File: config.mk
export PLATFORM = sky130hd
export DESIGN_NAME = lru_stack_engine
export DESIGN_NICKNAME = d
export VERILOG_FILES = /design/src/rtl/lse_pkg.sv /design/src/rtl/lse_ctrl.sv /design/src/rtl/lse_dp.sv /design/src/rtl/lru_stack_engine.sv
export SDC_FILE = /design/constraint.sdc
export NUM_CORES = 1
export LEC_CHECK = 0
export BUFFER_PORTS_ARGS = -buffer_cell sky130_fd_sc_hd__buf_2
export CORE_MARGIN = 10
export CORE_UTILIZATION = 25
export DETAILED_ROUTE_END_ITERATION = 16
export PLACE_DENSITY = 0.38
export SLEW_MARGIN = 20
export SYNTH_ARGS = -nofsm -noshare
export SYNTH_HDL_FRONTEND = slang
export SYNTH_SLANG_ARGS = --single-unit
File: constraint.sdc
create_clock -name clk -period 17.4 [get_ports clk]
set_input_delay 3.48 -clock clk [delete_from_list [all_inputs] [get_ports clk]]
set_output_delay 3.48 -clock clk [all_outputs]
set_load 0.05 [all_outputs]
File: src/rtl/lse_pkg.sv
// Package for the stack engine: beat types, request codes, controller states and commands.
// Depends on nothing; used by every module of the block.
package lse_pkg;

  localparam int DEPTH = 16;
  localparam int CAP_W = 5;
  localparam int PTR_W = 5;
  localparam int IDX_W = 4;
  localparam int WORD_W = 32;

  localparam logic [CAP_W-1:0] CAP_RESET = CAP_W'(DEPTH);

  localparam logic [2:0] REQ_PUSH = 3'd0;
  localparam logic [2:0] REQ_POP  = 3'd1;
  localparam logic [2:0] REQ_POPB = 3'd2;
  localparam logic [2:0] REQ_FIND = 3'd3;
  localparam logic [2:0] REQ_MOVE = 3'd4;

  typedef struct packed {
    logic [2:0]               req_type;
    logic signed [WORD_W-1:0] value;
    logic [IDX_W-1:0]         index;
  } req_t;

  typedef struct packed {
    logic                     ok;
    logic signed [WORD_W-1:0] data_out;
    logic [IDX_W-1:0]         position;
    logic                     is_empty;
    logic                     is_full;
  } rsp_t;

  typedef enum logic [1:0] {
    ST_IDLE,
    ST_DECODE,
    ST_SHIFT,
    ST_SCAN
  } state_t;

  typedef enum logic [3:0] {
    CMD_NONE,
    CMD_ACCEPT,
    CMD_PUSH,
    CMD_POP,
    CMD_GRAB,
    CMD_SHIFT,
    CMD_FIN_POPB,
    CMD_FIN_MOVE,
    CMD_NEXT,
    CMD_FOUND,
    CMD_FAIL
  } cmd_t;

  typedef struct packed {
    logic [2:0] req_type;
    logic       occ_zero;
    logic       full;
    logic       idx_ok;
    logic       scan_end;
    logic       match;
  } status_t;

  function automatic logic [CAP_W-1:0] clamp_cap(input logic [CAP_W-1:0] v);
    logic [CAP_W-1:0] r;
    r = v;
    if (v == '0) begin
      r = CAP_W'(1);
    end else if (v > CAP_W'(DEPTH)) begin
      r = CAP_W'(DEPTH);
    end
    return r;
  endfunction

endpackage

File: src/rtl/lse_ctrl.sv
// Controller of the stack engine: sequences each request through decode, shift and scan steps.
// Depends on lse_pkg; drives commands into lse_dp and reads its status.
module lse_ctrl (
  input  logic             clk,
  input  logic             rst,
  input  logic             start,
  input  lse_pkg::status_t status,
  output lse_pkg::cmd_t    cmd,
  output logic             busy
);
  import lse_pkg::*;

  state_t state;
  state_t state_next;

  always_ff @(posedge clk) begin
    if (rst) begin
      state <= ST_IDLE;
    end else begin
      state <= state_next;
    end
  end

  always_comb begin
    state_next = state;
    cmd        = CMD_NONE;
    case (state)
      ST_IDLE: begin
        if (start) begin
          cmd        = CMD_ACCEPT;
          state_next = ST_DECODE;
        end
      end
      ST_DECODE: begin
        state_next = ST_IDLE;
        case (status.req_type)
          REQ_PUSH: cmd = status.full ? CMD_FAIL : CMD_PUSH;
          REQ_POP:  cmd = status.occ_zero ? CMD_FAIL : CMD_POP;
          REQ_POPB: begin
            if (status.occ_zero) begin
              cmd = CMD_FAIL;
            end else begin
              cmd        = CMD_GRAB;
              state_next = ST_SHIFT;
            end
          end
          REQ_FIND: state_next = ST_SCAN;
          REQ_MOVE: begin
            if (status.idx_ok) begin
              cmd        = CMD_GRAB;
              state_next = ST_SHIFT;
            end else begin
              cmd = CMD_FAIL;
            end
          end
          default: cmd = CMD_FAIL;
        endcase
      end
      ST_SHIFT: begin
        if (!status.scan_end) begin
          cmd = CMD_SHIFT;
        end else begin
          cmd        = (status.req_type == REQ_POPB) ? CMD_FIN_POPB : CMD_FIN_MOVE;
          state_next = ST_IDLE;
        end
      end
      ST_SCAN: begin
        if (status.scan_end) begin
          cmd        = CMD_FAIL;
          state_next = ST_IDLE;
        end else if (status.match) begin
          cmd        = CMD_FOUND;
          state_next = ST_IDLE;
        end else begin
          cmd = CMD_NEXT;
        end
      end
      default: state_next = ST_IDLE;
    endcase
  end

  assign busy = (state != ST_IDLE);

endmodule

File: src/rtl/lse_dp.sv
// Datapath of the stack engine: entry store, pointer, held word, occupancy, capacity and result.
// Depends on lse_pkg; carries out the commands issued by lse_ctrl.
module lse_dp (
  input  logic                       clk,
  input  logic                       rst,
  input  lse_pkg::cmd_t              cmd,
  input  lse_pkg::req_t              req,
  input  logic                       cfg_we,
  input  logic [lse_pkg::CAP_W-1:0]  cfg_data,
  output lse_pkg::status_t           status,
  output logic                       done,
  output lse_pkg::rsp_t              rsp
);
  import lse_pkg::*;

  logic [WORD_W-1:0] entries [DEPTH];
  logic [WORD_W-1:0] hold;
  logic [PTR_W-1:0]  ptr;
  logic [CAP_W-1:0]  occ;
  logic [CAP_W-1:0]  occ_next;
  logic [CAP_W-1:0]  occ_m1;
  logic [CAP_W-1:0]  cap;
  req_t              cur;
  rsp_t              rsp_next;
  logic              fin;
  logic [WORD_W-1:0] rd_word;
  logic [PTR_W-1:0]  ptr_m1;

  assign occ_m1  = occ - CAP_W'(1);
  assign ptr_m1  = ptr - PTR_W'(1);
  assign rd_word = entries[ptr[IDX_W-1:0]];

  assign status.req_type = cur.req_type;
  assign status.occ_zero = (occ == '0);
  assign status.full     = (occ >= cap);
  assign status.idx_ok   = (CAP_W'(cur.index) < occ);
  assign status.scan_end = (PTR_W'(occ) <= ptr);
  assign status.match    = (rd_word == cur.value);

  always_comb begin
    occ_next = occ;
    fin      = 1'b0;
    rsp_next = '0;
    case (cmd)
      CMD_PUSH: begin
        occ_next          = occ + CAP_W'(1);
        fin               = 1'b1;
        rsp_next.ok       = 1'b1;
        rsp_next.position = occ[IDX_W-1:0];
      end
      CMD_POP: begin
        occ_next          = occ_m1;
        fin               = 1'b1;
        rsp_next.ok       = 1'b1;
        rsp_next.data_out = rd_word;
      end
      CMD_FIN_POPB: begin
        occ_next          = occ_m1;
        fin               = 1'b1;
        rsp_next.ok       = 1'b1;
        rsp_next.data_out = hold;
      end
      CMD_FIN_MOVE: begin
        fin               = 1'b1;
        rsp_next.ok       = 1'b1;
        rsp_next.position = occ_m1[IDX_W-1:0];
      end
      CMD_FOUND: begin
        fin               = 1'b1;
        rsp_next.ok       = 1'b1;
        rsp_next.position = ptr[IDX_W-1:0];
      end
      CMD_FAIL: fin = 1'b1;
      default: ;
    endcase
    if (cfg_we) begin
      occ_next = '0;
    end
    rsp_next.is_empty = (occ_next == '0);
    rsp_next.is_full  = (occ_next >= cap);
  end

  always_ff @(posedge clk) begin
    if (rst) begin
      occ  <= '0;
      cap  <= CAP_RESET;
      done <= 1'b0;
    end else begin
      occ  <= occ_next;
      done <= fin;
      if (cfg_we) begin
        cap <= clamp_cap(cfg_data);
      end
    end
  end

  always_ff @(posedge clk) begin
    if (fin) begin
      rsp <= rsp_next;
    end
    case (cmd)
      CMD_ACCEPT: begin
        cur <= req;
        if (req.req_type == REQ_POP) begin
          ptr <= PTR_W'(occ_m1);
        end else if (req.req_type == REQ_MOVE) begin
          ptr <= PTR_W'(req.index);
        end else begin
          ptr <= '0;
        end
      end
      CMD_PUSH: entries[occ[IDX_W-1:0]] <= cur.value;
      CMD_GRAB: begin
        hold <= rd_word;
        ptr  <= ptr + PTR_W'(1);
      end
      CMD_SHIFT: begin
        entries[ptr_m1[IDX_W-1:0]] <= rd_word;
        ptr <= ptr + PTR_W'(1);
      end
      CMD_FIN_MOVE: entries[occ_m1[IDX_W-1:0]] <= hold;
      CMD_NEXT: ptr <= ptr + PTR_W'(1);
      default: ;
    endcase
  end

endmodule

File: src/rtl/lru_stack_engine.sv
// Stack engine for least-recently-used ordering. A request beat is taken when start is high
// and busy is low; its result appears for one cycle under done, and the next beat can be taken
// in that cycle. Push, pop and any refused request other than find end after the decode step;
// pop bottom and move to top then shift one entry per step; find scans upwards one entry per
// step until the first match or the occupancy. The receiver cannot stall.
// Synchronous reset empties the stack and sets the capacity to its maximum.
module lru_stack_engine (
  input  logic                      clk,
  input  logic                      rst,
  input  logic                      start,
  output logic                      busy,
  input  lse_pkg::req_t             req,
  output logic                      done,
  output lse_pkg::rsp_t             rsp,
  input  logic                      cfg_we,
  input  logic [lse_pkg::CAP_W-1:0] cfg_data
);
  import lse_pkg::*;

  cmd_t    cmd;
  status_t status;

  lse_ctrl u_ctrl (
    .clk    (clk),
    .rst    (rst),
    .start  (start),
    .status (status),
    .cmd    (cmd),
    .busy   (busy)
  );

  lse_dp u_dp (
    .clk      (clk),
    .rst      (rst),
    .cmd      (cmd),
    .req      (req),
    .cfg_we   (cfg_we),
    .cfg_data (cfg_data),
    .status   (status),
    .done     (done),
    .rsp      (rsp)
  );

endmodule

==> run summary, run 1 <==
worst-path fanout max = 43
portion of synthesized cell area occupied by the leading cell type = 69.91%
clock tree from TritonCTS = done
post_cts resized = 0
critical path arrival = 7160 ps
sequential-to-total area share from yosys stat = 71.18%
Yosys warnings = 0
via count of the first global-routing pass = 15320
number of nets in the final layout = 1760
Async S/R FF share, synth = 0%
area of the die = 121300 um^2
slowest stage delay, CP = 810 ps
diodes inserted = 0
pins over their slew limit = 0
top achievable clock speed = 145.6 MHz
number of buffers created by CTS = 77
CP endpoint kind = register
violation count after the first detailed-route iteration = 1117
Max rail drop VDD = 0.06352 mV
Hold Startpoint = u_dp.cap[4]
die width = 348.2 um
Reg-to-Reg End = u_dp.entries[1][18]
synthesized net count = 1611
share of layout cells above drive strength 1 = 24.06%
Critical path destination = u_dp.entries[1][18]
first-pass GRT wire length = 117500 um
Commonest cells post-synth = sky130_fd_sc_hd__edfxtp_1 (627), sky130_fd_sc_hd__nand2_1 (103), sky130_fd_sc_hd__mux2i_1 (102)
average cell area after synthesis = 17.49 um^2
leading area contributor after synthesis = sky130_fd_sc_hd__edfxtp_1
leakage component of the power = 10.41 nW
number of buffers on the longest clock path = 3
relative slew slack = 31.55%
register-to-register setup slack = 10530 ps
Residual DRC = 0
Final Hold Viols = 0
setup repair bufs after CTS = 0
number of iterations in the first detailed-routing pass = 5
pin count of the biggest net entering global routing = 105
Clock Root Buffer = sky130_fd_sc_hd__clkbuf_16
Core Footprint = 107100 um^2
antenna violations before repair = 2
CP cell instances = buf_4, buf_4, mux4_2, mux2i_1, xnor2_1, nor3_1, nand4_1, a2111oi_2, and4_1, o311ai_1, buf_4, nor2_4, buf_4
required time worst endpoint = 17690 ps
cell count after synthesis = 1540
total power per unit cell area = 116.2 nW/um^2
number of sinks on the clock net = 644
most repeated library cell on the critical path = sky130_fd_sc_hd__buf_4
crit path kind = reg -> reg
overall die height = 348.2 um
top post-synthesis cells by area = sky130_fd_sc_hd__edfxtp_1 (70%), sky130_fd_sc_hd__mux4_2 (7.4%), sky130_fd_sc_hd__mux2i_1 (3.8%)
Hold WS = 491.7 ps
Cell Area, Synth = 26930 um^2
Buffers & Inverters on Critical Path = 4
cell with the most instances after synthesis = sky130_fd_sc_hd__edfxtp_1
Util after Layout = 29.54%
average wire per cell in the routed design = 26.29 um
number of synthesized flops with an enable pin = 627
final routed wirelength across all metal layers = 82880 um
Placed Instance Area = 29240 um^2
clock skew = 28.34 ps
leading register cell type out of synthesis = sky130_fd_sc_hd__edfxtp_1
length in cells of the worst reg-to-reg path = 13
grt ovf = 0
area of all placed cells without fillers = 31620 um^2
Finished Layout Cells = 3153
category of the worst setup path launch point = register
count of unique library cells instantiated by Yosys = 81
instance count after placement with tap cells included = 3013
count of state elements after synthesis = 644
master of the slowest instance on the critical path = sky130_fd_sc_hd__dfxtp_4
Setup Viol. Count Final = 0
# Max-Cap Violations = 0
vias per cell = 4.691
Worst path depth = 13
final period demand of the worst path = 6870 ps
kind of path behind the tightest hold check = reg -> reg
Final Wtd Congestion = 0.7405
clock latency reported for the late side of the worst-skew pair = 640 ps
post-route ant nets = 0
CTS H-tree depth = 3
clock slew seen by the registers of the worst setup and hold paths = 60 ps
Post-CTS Hold Fix Bufs = 0
Initial Utilization = 25.16%
final worst path period share = 39.48%
accumulated negative setup slack = 0 ps
RSZ-0062 raised after global routing = false
total routing resource utilization after global routing = 13.40%
Vias = 14790
std cell rows = 120
worst-margin pin slew = 1025 ps
cell family with most CP delay = buffers and inverters
power consumption = 3.675 mW
Syn-to-layout area delta = 17.42%
pre-CTS worst setup slack = 10410 ps
number of buffer cells added on primary ports = 88
Final HPWL DP = 49340 um
result of the run = finished clean
number of primary I/O pins = 89
worst-case setup margin in the final layout = 10530 ps
sequential cells by signal (all words and copies together) (netlist names), named ones only:
| signal | count |
|---|---|
| u_dp.rsp | 39 |
| u_dp.entries | 512 |
| u_dp.occ | 5 |
| u_ctrl.state | 2 |
| u_dp.cur | 36 |
| u_dp.ptr | 5 |
| u_dp.status | 3 |
| u_dp.hold | 32 |
| u_dp.done | 1 |
| u_dp.cap | 5 |
layer usage:
metal  track usage [%]  vias to the layer above  wire (um)
met5                 0                        -          0
met4             3.246                        0       1598
met3             2.530                      111       4210
met2             20.86                      411      37620
met1             19.09                     7806      39450
li1                  -                     6463          -
power by group:
group | internal (mW) | leakage, nW | switching (mW)
clock network | 0.868 | 1.15 | 0.657
registers | 1.74 | 5.83 | 0.0314
logic | 0.140 | 3.44 | 0.240
cell families (layout without fill, tap and decap cells):
group / after synthesis / after routing / share of synthesized area [%]
xor+xnor: 47 / 47 / 1.529
flops: 644 / 644 / 71.18
simple gates: 279 / 279 / 4.785
fa+ha+maj: 23 / 23 / 1.069
mux: 225 / 225 / 13.32
compound gates: 215 / 215 / 5.626
buf+inv: 107 / 317 / 2.490
tightest hold or removal path: stages, from the launching register on:
cell,delay (ps)
sky130_fd_sc_hd__dfxtp_1,300
sky130_fd_sc_hd__nor2_1,80
sky130_fd_sc_hd__o21bai_1,60
layout make-up:
type / count / area [um^2]
fillers: 10570 / 75430
clock inverters: 47 / 375.4
inverters: 32 / 120.1
multi-input cells: 789 / 7312
repair buffers: 145 / 880.8
clock buffers: 93 / 1997
well taps: 1403 / 1755
flip-flops and latches: 644 / 19180
layout by cell type (no fill, tap or decap), types with 17 or more instances in the layout:
master,n
sky130_fd_sc_hd__xnor2_1,28
sky130_fd_sc_hd__o21ai_0,35
sky130_fd_sc_hd__a22o_1,26
sky130_fd_sc_hd__nand2_1,101
sky130_fd_sc_hd__a21oi_1,37
sky130_fd_sc_hd__buf_4,56
sky130_fd_sc_hd__inv_1,28
sky130_fd_sc_hd__xor2_1,19
sky130_fd_sc_hd__ha_1,23
sky130_fd_sc_hd__edfxtp_1,627
sky130_fd_sc_hd__nor2_1,70
sky130_fd_sc_hd__mux4_2,89
sky130_fd_sc_hd__a31oi_1,18
sky130_fd_sc_hd__mux2_2,21
sky130_fd_sc_hd__buf_2,88
sky130_fd_sc_hd__mux2i_1,102
sky130_fd_sc_hd__clkbuf_16,77
sky130_fd_sc_hd__a22oi_1,22
sky130_fd_sc_hd__clkinv_1,17
worst min-delay path by stage:
stage	endpoint	slack, ps	depth (start not counted)
detailed placement	u_dp.cap[4]	490	2
global route	u_dp.cap[0]	540	2
CTS	u_dp.cap[4]	500	2
floorplan	u_dp.cap[4]	460	2
finish	u_dp.cap[4]	490	2
global placement	u_dp.cap[4]	490	2
Power figures use the tool's default switching activity.
==> inputs of run 2 (changes only) <==
Settings changed: ABC_AREA set to 1, PLACE_DENSITY 0.38 to 0.39.
Clock period 17.4 ns to 5.5 ns, I/O delays scaled along.
==> run 2 against run 1 <==
  * Combinational power grew to 3.4 times the previous value
  * Clock power grew to 3.2 times the previous value
  * Flip-flop and latch count did not move
  * Worst hold slack got worse by 21 ps
  * Via count rose by 31%
  * Cell area is 5.5% higher
  * First-iteration DRC count up 33%
  * Cell count is 37% higher
  * Critical endpoint is now u_dp.entries[10][14]
  * Register-to-register slack worse by 10000 ps
  * Non-clock buffer count is 38 higher
  * Maximum frequency increased by 34%
  * Core utilization is 0.51 points higher
==> run summary, run 2 <==
share of layout cells above drive strength 1 = 12.84%
number of iterations in the first detailed-routing pass = 5
Synth Area in Compound Gates = 5.306%
grt ovf = 0
final period demand of the worst path = 5125 ps
detailed-routed wire length on met2 = 43630 um
clock slew seen by the registers of the worst setup and hold paths = 60 ps
total of fill cells in the finished design = 11470
average cell area after synthesis = 10.69 um^2
most repeated library cell on the critical path = sky130_fd_sc_hd__nand2_1
register cell area after layout = 19180 um^2
number of primary I/O pins = 89
Initial Utilization = 25.27%
top achievable clock speed = 195.1 MHz
critical path arrival = 5410 ps
Max rail drop VDD = 0.2210 mV
Post-Synth Simple-Gate Area = 19.25%
CTS H-tree depth = 3
accumulated negative setup slack = 0 ps
final worst path period share = 93.17%
slowest stage delay, CP = 470 ps
clock tree from TritonCTS = done
relative slew slack = 42.50%
cell with the most instances after synthesis = sky130_fd_sc_hd__nand2_1
die width = 354.9 um
flip-flop count of the largest register after layout = 512
main combinational cell family by area after synthesis = simple AND/OR/NAND/NOR gates
master of the slowest instance on the critical path = sky130_fd_sc_hd__dfxtp_4
# Max-Cap Violations = 0
required time worst endpoint = 5780 ps
average wire per cell in the routed design = 21.36 um
Core Footprint = 111000 um^2
total internal power = 8.699 mW
switching share of total power = 25.87%
most frequent standard cell in the layout excluding fill and tap cells = sky130_fd_sc_hd__nand2_1
clock network power share = 41.9%
number of nets in the final layout = 2828
area of the multi-input gates = 7493 um^2
number of synthesized flops with an enable pin = 627
first-pass GRT wire length = 134400 um
area of the die = 125900 um^2
kind of path behind the tightest hold check = reg -> reg
Final Wtd Congestion = 0.7739
area of all placed cells without fillers = 33350 um^2
xor/xnor share of the synthesized area = 0.2811%
std cell rows = 122
Syn-to-layout area delta = 18.93%
top post-synthesis cells by area = sky130_fd_sc_hd__edfxtp_1 (67%), sky130_fd_sc_hd__nand2_1 (10%), sky130_fd_sc_hd__nand3_1 (4.9%)
via count of the first global-routing pass = 19460
Yosys warnings = 0
violation count after the first detailed-route iteration = 1487
total power per unit cell area = 351.9 nW/um^2
cell count after synthesis = 2623
sum of met3 wire segment lengths after detailed routing = 4227 um
Post-CTS Hold Fix Bufs = 0
Final Hold Viols = 0
number of sinks on the clock net = 644
leading area contributor after synthesis = sky130_fd_sc_hd__edfxtp_1
portion of synthesized cell area occupied by the leading cell type = 67.15%
Final HPWL DP = 54320 um
share of power burned in registers = 47.1%
sequential-to-total area share from yosys stat = 68.37%
worst-margin pin slew = 860.5 ps
Async S/R FF share, synth = 0%
Residual DRC = 0
area share of fa/ha/maj cells after synthesis = 1.026%
most used cells in the layout excluding fill and tap cells = sky130_fd_sc_hd__nand2_1 (777), sky130_fd_sc_hd__edfxtp_1 (627), sky130_fd_sc_hd__nand3_1 (275)
clock skew = 24.55 ps
share of synthesized area spent on multiplexers = 0%
crit path kind = reg -> reg
vias per cell = 4.485
total routing resource utilization after global routing = 14.32%
count of unique library cells instantiated by Yosys = 38
top routing layer used = met5
post-route ant nets = 0
worst-path fanout max = 53
CP endpoint kind = register
Placed Instance Area = 30880 um^2
leading register cell type out of synthesis = sky130_fd_sc_hd__edfxtp_1
register-to-register setup slack = 380 ps
power consumption = 11.73 mW
number of buffer cells added on primary ports = 88
Clock Root Buffer = sky130_fd_sc_hd__clkbuf_16
antenna violations before repair = 1
post-route met1 wirelength = 41910 um
result of the run = finished clean
count of state elements after synthesis = 644
synthesized net count = 2694
share of total power in combinational logic = 11.0%
clock latency reported for the late side of the worst-skew pair = 630 ps
pin count of the biggest net entering global routing = 68
final routed wirelength across all metal layers = 92020 um
overall die height = 354.9 um
Vias = 19320
category of the worst setup path launch point = register
number of buffers on the longest clock path = 3
pins over their slew limit = 0
Commonest cells post-synth = sky130_fd_sc_hd__nand2_1 (777), sky130_fd_sc_hd__edfxtp_1 (627), sky130_fd_sc_hd__nand3_1 (276)
Cell Area, Synth = 28040 um^2
Switch Pwr = 3.036 mW
leakage component of the power = 12.78 nW
Setup Viol. Count Final = 0
RSZ-0062 raised after global routing = false
number of buffers created by CTS = 77
[run 2: cell types whose count changed after synthesis, sizes merged, moves of 26 or more]
| cell | before | now |
|---|---|---|
| o21ai | 37 | 139 |
| nand3 | 16 | 282 |
| buf | 48 | 89 |
| xnor2 | 28 | 2 |
| nand2 | 103 | 786 |
| mux2i | 102 | 0 |
| o211ai | 2 | 35 |
| a22o | 26 | 0 |
| nor2 | 87 | 217 |
| mux4 | 101 | 0 |
| inv | 31 | 252 |
[run 2: through the flow]
step | cells | hold slack (ps) | setup WS (ps) | util (%)
3_3_place_gp | 4163 | 458.8 | 345.5 | 27.79
2_1_floorplan | 2623 | 445.3 | 1243 | -
4_1_cts | 4306 | 468.3 | 367.5 | 29.98
3_5_place_dp | 4165 | 462.5 | 393.7 | 27.83
6_report | 4308 | 471.1 | 375.5 | 30.05
5_1_grt | 4307 | 498.7 | 108.9 | 30.05
[run 2: cell type report]
cell class | count | area share, %
Sequential cell | 644 | 57.51
Multi-Input combinational cell | 1598 | 22.47
Clock buffer | 102 | 6.251
Tap cell | 1488 | 5.583
Timing Repair Buffer | 183 | 4.379
Inverter | 253 | 2.878
Clock inverter | 39 | 0.9193
Antenna cell | 1 | 0.007504
[run 2: worst paths after layout]
path | start | depth (start not counted) | end
setup reg to reg | register | 28 | u_dp.entries[10][14]
hold reg to reg | u_dp.cap[1] | 2 | u_dp.cap[1]
setup / recovery | register | 28 | u_dp.entries[10][14]
hold / removal | u_dp.cap[1] | 2 | u_dp.cap[1]
[run 2: logic make-up (layout without fill, tap and decap cells)]
| logic type | count (synthesis) | count (layout) |
|---|---|---|
| buffers and inverters | 381 | 577 |
| and+or+nand+nor | 1309 | 1309 |
| adders and majority gates | 23 | 23 |
| DFF | 644 | 644 |
| AOI/OAI and AO/OA | 257 | 257 |
| xor gates and xnor gates | 9 | 9 |
| other | 0 | 1 |
[run 2: per-layer routing]
layer / vias up / track usage [%]
met5: - / 0
met4: 2 / 4.527
met3: 120 / 2.251
met2: 456 / 23.80
met1: 9580 / 18.99
li1: 9163 / -
[run 2: critical path, delay by kind of cell, from the launching register on]
kind	cells	cell delay, ps
DFF	1	470
and+or+nand+nor	20	2640
buffers and inverters	7	1450
AOI/OAI and AO/OA	1	140
[run 2: what timing repair did]
action,4_1_cts,5_1_grt
endpoints found under the setup margin,0,178
hold endpoints to repair,0,0
setup buffers,0,1
resized for setup,0,1
[run 2: power by group through the flow]
| stage | combinational (mW) | clock [mW] | sequential [mW] |
|---|---|---|---|
| floorplan | 0.802 | 0 | 5.65 |
| global placement | 1.29 | 0 | 5.64 |
| detailed placement | 1.30 | 0 | 5.64 |
| CTS | 1.30 | 5.08 | 5.54 |
| global route | 1.45 | 5.27 | 5.54 |
| finish | 1.29 | 4.91 | 5.53 |
==> inputs of run 3 (changes only) <==
Settings changed: CORE_UTILIZATION 25 to 56, PLACE_DENSITY 0.39 to 0.75.
==> run 3 against run 2 <==
  * Clock-buffer cell count is 19 lower
  * Clock power is 6.1% lower
  * Core utilization is 35 points higher
  * Via count is 4.1% higher
  * Cell count is 20% lower
  * Sequential share of layout area is 2.4 points higher
  * Worst setup slack worse by 30 ps
  * Clock skew is 2.7 ps higher
  * Critical path depth is 5 lower
  * Combinational power is 5% lower
  * Critical path type unchanged
  * Critical endpoint is now u_dp.entries[4][26]
==> run summary, run 3 (synthesis results as in run 2) <==
Vias = 20110
Util after Layout = 64.99%
average wire per cell in the routed design = 22.15 um
top achievable clock speed = 194.0 MHz
vias per cell = 5.836
Hold WS = 469.1 ps
Final HPWL DP = 43430 um
number of buffer cells added on primary ports = 88
worst-path fanout max = 70
Max rail drop VDD = 0.2589 mV
CP cell instances = buf_4, nand2_1, nand3_1, nand3_1, nand2_1, nand2_1, nand2_1, nand2_1, nor2_1, nand2_1, nor2_1, nand3_2, nand2_1, nand2_2, inv_2, nand3_2, buf_4, nand2_1, inv_2, nand2_2, nand2_1, nor2_4, buf_12
clock tree from TritonCTS = done
relative slew slack = 30.23%
number of sinks on the clock net = 644
number of primary I/O pins = 89
category of the worst setup path launch point = register
power consumption = 11.36 mW
grt ovf = 0
met3 capacity usage during global routing = 5.011%
slowest stage delay, CP = 790 ps
Final Wtd Congestion = 0.8886
kind of path behind the tightest hold check = reg -> reg
number of nets in the final layout = 2803
accumulated negative setup slack = 0 ps
most frequent standard cell in the layout excluding fill and tap cells = sky130_fd_sc_hd__nand2_1
RSZ-0062 raised after global routing = false
Placed Instance Area = 29620 um^2
CTS H-tree depth = 3
CP endpoint kind = register
Global Route met1 Usage = 33.11%
worst-margin pin slew = 1047 ps
Setup Viol. Count Final = 0
Clock Root Buffer = sky130_fd_sc_hd__clkbuf_16
crit path kind = reg -> reg
required time worst endpoint = 5800 ps
Post-CTS Hold Fix Bufs = 0
routing usage on met2 = 40.46%
critical path arrival = 5450 ps
Final Hold Viols = 0
violation count after the first detailed-route iteration = 2546
overall die height = 243.8 um
share of layout cells above drive strength 1 = 12.22%
area of all placed cells without fillers = 32010 um^2
first-pass GRT wire length = 115500 um
final worst path period share = 93.72%
pin count of the biggest net entering global routing = 124
Core Footprint = 49250 um^2
area of the die = 59420 um^2
total of fill cells in the finished design = 3677
Buffers & Inverters on Critical Path = 5
result of the run = finished clean
worst-case setup margin in the final layout = 345.4 ps
most utilized layer in the global route result = met2
clock skew = 27.26 ps
via count of the first global-routing pass = 19690
total routing resource utilization after global routing = 25.27%
number of buffers created by CTS = 66
master of the slowest instance on the critical path = sky130_fd_sc_hd__buf_4
Syn-to-layout area delta = 14.16%
flip-flop count of the largest register after layout = 512
instance count after placement with tap cells included = 3317
Finished Layout Cells = 3446
pre-CTS worst setup slack = 311.0 ps
final routed wirelength across all metal layers = 76330 um
most repeated library cell on the critical path = sky130_fd_sc_hd__nand2_1
# Max-Cap Violations = 0
most used cells in the layout excluding fill and tap cells = sky130_fd_sc_hd__nand2_1 (777), sky130_fd_sc_hd__edfxtp_1 (627), sky130_fd_sc_hd__nand3_1 (275)
leakage component of the power = 12.58 nW
number of buffers on the longest clock path = 3
Residual DRC = 0
pins over their slew limit = 0
clock slew seen by the registers of the worst setup and hold paths = 60 ps
die width = 243.8 um
final period demand of the worst path = 5155 ps
post-route ant nets = 0
std cell rows = 81
antenna violations before repair = 1
cell family with most CP delay = simple AND/OR/NAND/NOR gates
Initial Utilization = 56.92%
diodes inserted = 0
total power per unit cell area = 355.0 nW/um^2
clock latency reported for the late side of the worst-skew pair = 620 ps
number of iterations in the first detailed-routing pass = 6
==> run 3: path summary, 6_finish.rpt <==
check | depth (start not counted) | slack, ps | startpoint | endpoint
max | 23 | 350 | register | u_dp.entries[4][26]
min | 2 | 470 | u_dp.cap[1] | u_dp.cap[1]
max reg2reg | 23 | 350 | register | u_dp.entries[4][26]
min reg2reg | 2 | 470 | u_dp.cap[1] | u_dp.cap[1]
==> run 3: cell type report <==
cell class	count	area (um^2)	area share, %
flip-flops and latches	644	19180	59.91
inverters	253	959.7	2.998
well taps	664	830.8	2.596
clock inverters	35	455.4	1.423
repair buffers	169	1336	4.175
clock buffers	83	1737	5.426
multi-input cells	1598	7513	23.47
==> run 3: worst min-delay path, delay by kind of cell, from the launching register on <==
| family | cells | cell delay [ps] |
|---|---|---|
| compound gates | 1 | 50 |
| flops | 1 | 310 |
| simple gates | 1 | 60 |
==> run 3: report_power, final <==
| group | total (mW) | internal, mW | switching (mW) |
|---|---|---|---|
| clock | 4.61 | 2.72 | 1.88 |
| combinational | 1.23 | 0.352 | 0.882 |
| sequential | 5.52 | 5.48 | 0.0468 |
==> run 3: repair_timing <==
action,in CTS,in global routing
setup buffers,0,10
endpoints found under the setup margin,0,92
gates resized for setup,0,1
==> run 3: metal layers <==
layer	routed length (um)	part of all wire [%]
met5	14	0.018
met4	2808	3.7
met3	8418	11
met2	36360	48
met1	28730	38
